<file path="config.mk">
export PLATFORM = sky130hd
export DESIGN_NAME = shared_buffer_multi_queue_core
export DESIGN_NICKNAME = d
export VERILOG_FILES = /design/src/rtl/sbmq_pkg.sv /design/src/rtl/sbmq_ctrl.sv /design/src/rtl/sbmq_datapath.sv /design/src/rtl/shared_buffer_multi_queue_core.sv
export SDC_FILE = /design/constraint.sdc
export NUM_CORES = 2
export LEC_CHECK = 0
export BUFFER_PORTS_ARGS = -buffer_cell sky130_fd_sc_hd__buf_2
export CAP_MARGIN = 20
export CORE_AREA = 2 2 527 529
export DETAILED_ROUTE_END_ITERATION = 10
export DIE_AREA = 0 0 529 531
export PLACE_DENSITY = 0.68
export SLEW_MARGIN = 10
export SYNTH_ARGS = -nofsm -noshare
export SYNTH_HDL_FRONTEND = slang
export SYNTH_SLANG_ARGS = --single-unit
</file>
<file path="constraint.sdc">
create_clock -name clk -period 4.39 [get_ports clk]
set_clock_uncertainty 0.15 [all_clocks]
set_input_delay 0.439 -clock clk [delete_from_list [all_inputs] [get_ports clk]]
set_output_delay 0.439 -clock clk [all_outputs]
set_load 0.01 [all_outputs]
</file>
<file path="src/rtl/sbmq_pkg.sv">
// shared types, constants and helpers for the shared-buffer multi-queue
package sbmq_pkg;

    // sizing
    localparam int SLOTS      = 64;
    localparam int QUEUES     = 8;
    localparam int DATA_WIDTH = 32;

    // derived widths
    localparam int IDX_W  = $clog2(SLOTS);
    localparam int PTR_W  = IDX_W + 1;
    localparam int QIDX_W = (QUEUES > 1) ? $clog2(QUEUES) : 1;
    localparam int EXT_W  = (DATA_WIDTH > 32) ? DATA_WIDTH : 32;

    // fixed field widths
    localparam int CMD_W  = 2;
    localparam int QID_W  = 3;
    localparam int VAL_W  = 32;
    localparam int STAT_W = 2;

    // null pointer is coded as SLOTS
    localparam logic [PTR_W-1:0] NULL_PTR = PTR_W'(SLOTS);

    // commands
    localparam logic [CMD_W-1:0] CMD_ENQ  = 2'd0;
    localparam logic [CMD_W-1:0] CMD_DEQ  = 2'd1;
    localparam logic [CMD_W-1:0] CMD_PEEK = 2'd2;
    localparam logic [CMD_W-1:0] CMD_NOP  = 2'd3;

    // status codes
    localparam logic [STAT_W-1:0] STAT_OK    = 2'd0;
    localparam logic [STAT_W-1:0] STAT_FULL  = 2'd1;
    localparam logic [STAT_W-1:0] STAT_EMPTY = 2'd2;

    typedef struct packed {
        logic [CMD_W-1:0]        command;
        logic [QID_W-1:0]        queue_id;
        logic signed [VAL_W-1:0] value;
    } req_t;

    typedef struct packed {
        logic [STAT_W-1:0]       status;
        logic signed [VAL_W-1:0] data;
    } rsp_t;

    // controller to datapath commands
    typedef struct packed {
        logic accept;
        logic commit;
    } ctrl_t;

    function automatic logic ptr_valid(input logic [PTR_W-1:0] p);
        return p < PTR_W'(SLOTS);
    endfunction

    // low DATA_WIDTH bits of the zero-extended input value
    function automatic logic [DATA_WIDTH-1:0] store_val(input logic [VAL_W-1:0] v);
        logic [EXT_W-1:0] z;
        z = EXT_W'(v);
        return z[DATA_WIDTH-1:0];
    endfunction

    // stored value sign-extended, low 32 bits
    function automatic logic [VAL_W-1:0] load_val(input logic [DATA_WIDTH-1:0] s);
        logic [EXT_W-1:0] e;
        e = EXT_W'($signed(s));
        return e[VAL_W-1:0];
    endfunction

endpackage

</file>
<file path="src/rtl/sbmq_ctrl.sv">
// sequencer: two-step operation control and result valid
module sbmq_ctrl
(
    input  logic               clk,
    input  logic               rst_n,
    input  logic               req_valid,
    output logic               req_stall,
    output logic               rsp_valid,
    input  logic               rsp_stall,
    output sbmq_pkg::ctrl_t    cmd
);

    localparam logic ST_IDLE = 1'b0;
    localparam logic ST_EXEC = 1'b1;

    logic state_reg;
    logic state_next;
    logic out_valid_reg;
    logic out_valid_next;
    logic out_free;

    // result register can take a new beat
    assign out_free = !out_valid_reg || !rsp_stall;

    // next state and commands
    always_comb
    begin
        state_next = state_reg;
        cmd.accept = 1'b0;
        cmd.commit = 1'b0;
        unique case (state_reg)
            ST_IDLE:
            begin
                if (req_valid)
                begin
                    cmd.accept = 1'b1;
                    state_next = ST_EXEC;
                end
            end
            ST_EXEC:
            begin
                if (out_free)
                begin
                    cmd.commit = 1'b1;
                    state_next = ST_IDLE;
                end
            end
            default:
            begin
                state_next = ST_IDLE;
            end
        endcase
    end

    // result valid holds until taken
    assign out_valid_next = cmd.commit | (out_valid_reg & rsp_stall);

    always_ff @(posedge clk or negedge rst_n)
    begin
        if (!rst_n)
        begin
            state_reg     <= ST_IDLE;
            out_valid_reg <= 1'b0;
        end
        else
        begin
            state_reg     <= state_next;
            out_valid_reg <= out_valid_next;
        end
    end

    assign req_stall = (state_reg != ST_IDLE);
    assign rsp_valid = out_valid_reg;

    // no new beat taken while an operation is in flight
    a_no_accept_busy: assert property (@(posedge clk) disable iff (!rst_n)
        state_reg == ST_EXEC |-> !cmd.accept)
        else $error("accept while busy");

    // a commit never overwrites a result that is still waiting
    a_no_overwrite: assert property (@(posedge clk) disable iff (!rst_n)
        out_valid_reg && rsp_stall |-> !cmd.commit)
        else $error("result overwritten");

    // every accepted beat is followed by its execute step
    a_accept_exec: assert property (@(posedge clk) disable iff (!rst_n)
        cmd.accept |=> state_reg == ST_EXEC && !cmd.accept)
        else $error("accept not followed by execute");

endmodule

</file>
<file path="src/rtl/sbmq_datapath.sv">
// queue pointers, link and slot memories, result register
module sbmq_datapath
(
    input  logic               clk,
    input  logic               rst_n,
    input  sbmq_pkg::ctrl_t    cmd,
    input  sbmq_pkg::req_t     req,
    output sbmq_pkg::rsp_t     rsp
);

    // pointer state
    logic [sbmq_pkg::PTR_W-1:0] head_reg  [sbmq_pkg::QUEUES];
    logic [sbmq_pkg::PTR_W-1:0] head_next [sbmq_pkg::QUEUES];
    logic [sbmq_pkg::IDX_W-1:0] tail_reg  [sbmq_pkg::QUEUES];
    logic [sbmq_pkg::IDX_W-1:0] tail_next [sbmq_pkg::QUEUES];
    logic [sbmq_pkg::PTR_W-1:0] free_head_reg;
    logic [sbmq_pkg::PTR_W-1:0] free_head_next;
    // slots at and above this count were never taken; their link is index + 1
    logic [sbmq_pkg::PTR_W-1:0] fresh_reg;
    logic [sbmq_pkg::PTR_W-1:0] fresh_next;

    // memories
    logic [sbmq_pkg::PTR_W-1:0]      link_mem [sbmq_pkg::SLOTS];
    logic [sbmq_pkg::DATA_WIDTH-1:0] data_mem [sbmq_pkg::SLOTS];

    // operation registers
    sbmq_pkg::req_t                  op_reg;
    logic                            q_ok_reg;
    logic [sbmq_pkg::PTR_W-1:0]      rd_addr_reg;
    logic [sbmq_pkg::PTR_W-1:0]      link_rd_reg;
    logic [sbmq_pkg::DATA_WIDTH-1:0] data_rd_reg;
    sbmq_pkg::rsp_t                  rsp_reg;
    sbmq_pkg::rsp_t                  rsp_next;

    // accept-side lookup
    logic [sbmq_pkg::QIDX_W-1:0] q_in;
    logic [sbmq_pkg::PTR_W-1:0]  head_in;
    logic [sbmq_pkg::PTR_W-1:0]  rd_addr;
    logic                        q_ok_in;

    // execute-side signals
    logic [sbmq_pkg::QIDX_W-1:0]     q_op;
    logic [sbmq_pkg::PTR_W-1:0]      head_op;
    logic                            head_ok;
    logic [sbmq_pkg::PTR_W-1:0]      link_val;
    logic                            link_we;
    logic [sbmq_pkg::IDX_W-1:0]      link_wa;
    logic [sbmq_pkg::PTR_W-1:0]      link_wd;
    logic                            data_we;
    logic [sbmq_pkg::IDX_W-1:0]      data_wa;
    logic [sbmq_pkg::DATA_WIDTH-1:0] data_wd;

    // link read address: free-list head for enqueue, queue head otherwise
    assign q_in    = req.queue_id[sbmq_pkg::QIDX_W-1:0];
    assign head_in = head_reg[q_in];
    assign q_ok_in = int'(req.queue_id) < sbmq_pkg::QUEUES;
    assign rd_addr = (req.command == sbmq_pkg::CMD_ENQ) ? free_head_reg : head_in;

    // link value, corrected for never-taken slots
    assign link_val = (rd_addr_reg >= fresh_reg)
                    ? sbmq_pkg::PTR_W'(rd_addr_reg + 1'b1) : link_rd_reg;

    assign q_op    = op_reg.queue_id[sbmq_pkg::QIDX_W-1:0];
    assign head_op = head_reg[q_op];
    assign head_ok = q_ok_reg && sbmq_pkg::ptr_valid(head_op);

    // execute step
    always_comb
    begin
        head_next      = head_reg;
        tail_next      = tail_reg;
        free_head_next = free_head_reg;
        fresh_next     = fresh_reg;
        link_we        = 1'b0;
        link_wa        = free_head_reg[sbmq_pkg::IDX_W-1:0];
        link_wd        = free_head_reg;
        data_we        = 1'b0;
        data_wa        = free_head_reg[sbmq_pkg::IDX_W-1:0];
        data_wd        = sbmq_pkg::store_val(op_reg.value);
        rsp_next       = rsp_reg;
        if (cmd.commit)
        begin
            rsp_next.status = sbmq_pkg::STAT_OK;
            rsp_next.data   = '0;
            unique case (op_reg.command)
                sbmq_pkg::CMD_ENQ:
                begin
                    if (!q_ok_reg || !sbmq_pkg::ptr_valid(free_head_reg))
                    begin
                        rsp_next.status = sbmq_pkg::STAT_FULL;
                    end
                    else
                    begin
                        free_head_next = link_val;
                        if (free_head_reg == fresh_reg)
                        begin
                            fresh_next = sbmq_pkg::PTR_W'(fresh_reg + 1'b1);
                        end
                        if (!head_ok)
                        begin
                            head_next[q_op] = free_head_reg;
                        end
                        else
                        begin
                            // chain behind the current tail
                            link_we = 1'b1;
                            link_wa = tail_reg[q_op];
                            link_wd = free_head_reg;
                        end
                        tail_next[q_op] = free_head_reg[sbmq_pkg::IDX_W-1:0];
                        data_we         = 1'b1;
                    end
                end
                sbmq_pkg::CMD_DEQ:
                begin
                    if (!head_ok)
                    begin
                        rsp_next.status = sbmq_pkg::STAT_EMPTY;
                    end
                    else
                    begin
                        rsp_next.data = sbmq_pkg::load_val(data_rd_reg);
                        // last element ends the chain
                        if (head_op[sbmq_pkg::IDX_W-1:0] == tail_reg[q_op])
                        begin
                            head_next[q_op] = sbmq_pkg::NULL_PTR;
                        end
                        else
                        begin
                            head_next[q_op] = link_val;
                        end
                        // slot back to the front of the free list
                        link_we        = 1'b1;
                        link_wa        = head_op[sbmq_pkg::IDX_W-1:0];
                        link_wd        = free_head_reg;
                        free_head_next = head_op;
                    end
                end
                sbmq_pkg::CMD_PEEK:
                begin
                    if (!head_ok)
                    begin
                        rsp_next.status = sbmq_pkg::STAT_EMPTY;
                    end
                    else
                    begin
                        rsp_next.data = sbmq_pkg::load_val(data_rd_reg);
                    end
                end
                sbmq_pkg::CMD_NOP:
                begin
                    rsp_next.status = sbmq_pkg::STAT_OK;
                end
                default:
                begin
                    rsp_next.status = sbmq_pkg::STAT_OK;
                end
            endcase
        end
    end

    // pointer registers
    always_ff @(posedge clk or negedge rst_n)
    begin
        if (!rst_n)
        begin
            for (int i = 0; i < sbmq_pkg::QUEUES; i++)
            begin
                head_reg[i] <= sbmq_pkg::NULL_PTR;
                tail_reg[i] <= '0;
            end
            free_head_reg <= '0;
            fresh_reg     <= '0;
        end
        else
        begin
            head_reg      <= head_next;
            tail_reg      <= tail_next;
            free_head_reg <= free_head_next;
            fresh_reg     <= fresh_next;
        end
    end

    // memories with registered reads, operation capture, result register
    always_ff @(posedge clk)
    begin
        if (link_we)
        begin
            link_mem[link_wa] <= link_wd;
        end
        if (data_we)
        begin
            data_mem[data_wa] <= data_wd;
        end
        if (cmd.accept)
        begin
            op_reg      <= req;
            q_ok_reg    <= q_ok_in;
            rd_addr_reg <= rd_addr;
            link_rd_reg <= link_mem[rd_addr[sbmq_pkg::IDX_W-1:0]];
            data_rd_reg <= data_mem[head_in[sbmq_pkg::IDX_W-1:0]];
        end
        rsp_reg <= rsp_next;
    end

    assign rsp = rsp_reg;

    // free list never runs ahead of the untouched region
    a_free_in_range: assert property (@(posedge clk) disable iff (!rst_n)
        free_head_reg <= fresh_reg)
        else $error("free head beyond untouched region");

    // untouched region only grows, one slot at a time and only on an enqueue
    a_fresh_step: assert property (@(posedge clk) disable iff (!rst_n)
        fresh_reg != fresh_next |-> cmd.commit && op_reg.command == sbmq_pkg::CMD_ENQ
            && fresh_next == sbmq_pkg::PTR_W'(fresh_reg + 1'b1))
        else $error("bad untouched-region step");

    // a successful enqueue leaves its queue non-empty
    a_enq_nonempty: assert property (@(posedge clk) disable iff (!rst_n)
        cmd.commit && op_reg.command == sbmq_pkg::CMD_ENQ
            && rsp_next.status == sbmq_pkg::STAT_OK
        |=> sbmq_pkg::ptr_valid(head_reg[$past(q_op)]))
        else $error("queue empty after enqueue");

endmodule

</file>
<file path="src/rtl/shared_buffer_multi_queue_core.sv">
// top level of the shared-buffer multi-queue
//
// Eight FIFO queues share one store of 64 slots chained through a link
// memory; unused slots sit on a free list. One request beat (command,
// queue number, value) gives exactly one response beat (status, data).
// Enqueue answers full when no slot is free; dequeue and peek answer
// empty on an empty queue and otherwise return the head value.
//
// Both channels use valid/stall; a beat moves when valid is high and
// stall is low. A request has a read step for the link and slot memories
// (synchronous read port), then an execute step that updates the pointers
// and writes back. The response is registered and shows in the cycle after
// the execute step; req_stall is high until that step is done.
// While a response is stalled, the next request is captured and read but
// waits in its execute step; req_stall stays high meanwhile.
// Reset empties every queue and chains all slots onto the free list at
// once, with no clearing pass; the block takes a request right after reset.
module shared_buffer_multi_queue_core
(
    input  logic            clk,
    input  logic            rst_n,
    input  logic            req_valid,
    output logic            req_stall,
    input  sbmq_pkg::req_t  req,
    output logic            rsp_valid,
    input  logic            rsp_stall,
    output sbmq_pkg::rsp_t  rsp
);

    sbmq_pkg::ctrl_t cmd;

    sbmq_ctrl u_ctrl
    (
        .clk       (clk),
        .rst_n     (rst_n),
        .req_valid (req_valid),
        .req_stall (req_stall),
        .rsp_valid (rsp_valid),
        .rsp_stall (rsp_stall),
        .cmd       (cmd)
    );

    sbmq_datapath u_datapath
    (
        .clk   (clk),
        .rst_n (rst_n),
        .cmd   (cmd),
        .req   (req),
        .rsp   (rsp)
    );

endmodule

</file>
==> out/qor.yml <==
finish:
  num-fill-cells: 23300
  final_common_cell: "edfxtp_1"
  regArea_um2: 81500
  layout_common_cells: "2613 x edfxtp_1, 1694 x nand2_1, 566 x mux2i_1"
  drive_gt1_frac: 0.155
  multi_input_area_um2: 27000
  final_util: 0.462
  largest_reg_flops: 2048
  area_delta_synth_final_pct: 15.9
  final_nets: 7976
worst_setup_path:
  reg2reg_from: "u_datapath.head_reg[50]$_DFFE_PN0P_"
  crit_chain: "mux4_2 -> mux2_8 -> buf_16 -> buf_4 -> mux2i_1 -> mux2i_1 -> mux2i_1 -> mux2i_1 -> a32oi_1 -> or3b_2"
  slowest_stage: "a32oi_1"
  cp_max_fo: 70
  max_stage_delay_ns: 0.72
  cp.required_ns: 4.89
  arrival_ns: 4.93
  critPathKind: "reg -> reg"
  crit_start: "u_datapath.head_reg[50]$_DFFE_PN0P_"
  critPathCaptureType: "flip-flop"
  startpoint_type: "flip-flop"
  crit_top_cell: "mux2i_1"
global_route:
  grt_pass1_vias: 66000
  grt_max_degree: 95
  gr-usage-all-layers: 0.217
  grt_overflow: 0
  antenna_found_initial: 20
  grt_pass1_wl_mm: 450
place:
  dp_hpwl_mm: 179
  globalplace.congestion: 0.902
  io_buffers: 76
logic_synthesis:
  synth_ff_type: "edfxtp_1"
  ys_seq_area_frac: 0.742
  synthCells: 7501
  async_reset_ff_frac: 0.0439
  synth_cell_types: 69
  yosys_warnings: 0
  synth-edff-count: 2613
  ys_seq_elements: 2733
  syn_nets: 7553
  synth_top_cell_area_share: 0.715
  syn-cell-area_um2: 110000
  yosys.area.top_type: "edfxtp_1"
  avgSynthCellArea_um2: 14.6
  netlist_top_cells_area: "edfxtp_1 71%, nand2_1 5.8%, mux2i_1 5.2%"
timing:
  max_freq_mhz: 226
  slew_viol_final: 0
  hold_ws_ns: 0.0768
  final-hold-violation-count: 0
  worst_pin_slew_ns: 1.21
  rsz0062_at_grt: "false"
  slew_headroom: 0.196
  setup_viol: 2
  worst_slack_ns: -0.0384
  min_period_ns: 4.43
  post-route-period-util: 1.01
die:
  coreArea_um2: 275000
  start_util: 0.399
  fp.dieW_um: 529
  fp.dieH_um: 531
  die_area_um2: 281000
  rows: 193
  io_pins: 77
cts:
  clk_latency_ns: 0.96
  cts_buffers: 287
  post_cts_buffers: 0
  clockRootBuffer: "clkbuf_16"
  cts_max_level: 5
  clkTransAtPathRegs_ns: 0.06
  cts_tree: "built"
  cts_num_sinks: 2733
  cts_max_path_buffers: 4
power:
  totalPowerFinal_mw: 81.2
  p_leak_nw: 44.3
  peakVddDrop_uv: 440
  powerDensity_nw_per_um2: 638
min_path:
  hold_path.class: "in -> reg"
  min_from: "req[30]"
run_status:
  outcome: "complete, but fails checks"
  violations: "antenna rules, setup timing"
drt:
  drtPass1Iterations: 6
  detail-route-antenna-nets: 1
  drc: 0
  wl_per_cell_um: 26.7
  first_iter_violations: 9236
  route.vias.total: 68700
  routed_wirelength_mm: 313
  viasPerCell: 5.85
job:
  drv_cap: 0
metrics by stage:
stage	setup TNS (ns)	cell area (µm²)	std cells	worst slack, ns
2_1_floorplan	0	110000	7501	0.261
3_5_place_dp	-2.99	118000	11200	-0.414
5_1_grt	0	127000	11700	0.00861
3_3_place_gp	-2.31	118000	11200	-0.337
6_report	-0.0568	127000	11700	-0.0384
4_1_cts	0	127000	11700	0.0617
kinds of logic after synthesis:
family,count (synthesis),synth area share
adder cells (fa/ha/maj),11,0.00125
XOR/XNOR,20,0.00160
flip-flops,2733,0.742
multiplexers,734,0.0775
buffers and inverters,516,0.0187
AO/OA/AOI/OAI,714,0.0502
AND/OR/NAND/NOR,2773,0.109
critical path, delay by kind of cell (launching register included):
kind	cells	cell delay (ns)
compound gates	1	0.72
buf+inv	2	0.60
simple gates	1	0.52
mux	6	1.54
flops	1	0.41
final cells by class:
class	instances	share of cell area
Sequential cell	2733	0.640
Multi-Input combinational cell	4252	0.212
Tap cell	3607	0.0355
Antenna cell	11	0.000216
Timing Repair Buffer	625	0.0434
Inverter	25	0.000757
Clock buffer	348	0.0596
Clock inverter	140	0.00860
worst paths after layout:
kind / to / slack, ns / cells after the start
setup / recovery: u_datapath.data_rd_reg[10]$_DFFE_PP_ / -0.04 / 10
hold / removal: u_datapath.data_wd[30]$_DFFE_PP_ / 0.08 / 2
setup reg to reg: u_datapath.data_rd_reg[10]$_DFFE_PP_ / -0.04 / 10
hold reg to reg: u_datapath.tail_reg[36]$_DFFE_PN0P_ / 0.33 / 2
max in group asynchronous: u_datapath.tail_reg[28]$_DFFE_PN0P_ / 3.01 / 4
min in group asynchronous: u_datapath.head_reg[27]$_DFFE_PN1P_ / 0.45 / 3
where the power goes:
group          internal [mW]  switching (mW)  leakage (nW)  total (mW)
Combinational           8.82            17.5          14.9        26.3
Sequential              31.1           0.858          25.1        32.0
Clock                   13.2            9.68          4.26        22.9
Total                   53.2            28.0          44.3        81.2
cells in the mapped netlist, types with 14 or more instances:
library cell / n
nand2_1: 1695
a22oi_1: 21
a31oi_1: 84
mux2i_1: 569
buf_1: 60
a211oi_1: 75
clkbuf_1: 350
a32oi_1: 35
edfxtp_1: 2613
or3b_2: 35
mux2_2: 80
xnor2_1: 15
a311o_1: 32
o211ai_1: 40
a221oi_1: 15
and3_1: 202
o21ai_0: 30
buf_2: 77
mux4_2: 85
nor2_1: 241
inv_1: 20
o22ai_1: 14
a311oi_1: 229
nand3_1: 527
a21oi_1: 67
dfrtp_1: 112
routing by layer:
metal  wire [µm]  share of wire  track usage
met1      120000           0.38        0.287
met2      147000           0.47        0.350
met3       30900          0.099       0.0385
met4       14700          0.047       0.0968
met5          76        0.00024            0
timing repair:
action	4_1_cts	5_1_grt
endpoints found under the hold margin	169	0
gates resized for setup	2	2
pin swaps	0	0
hold buffers	42	0
endpoints found under the setup margin	4	3
gates cloned	1	0
(Power assumes the default switching activity.)
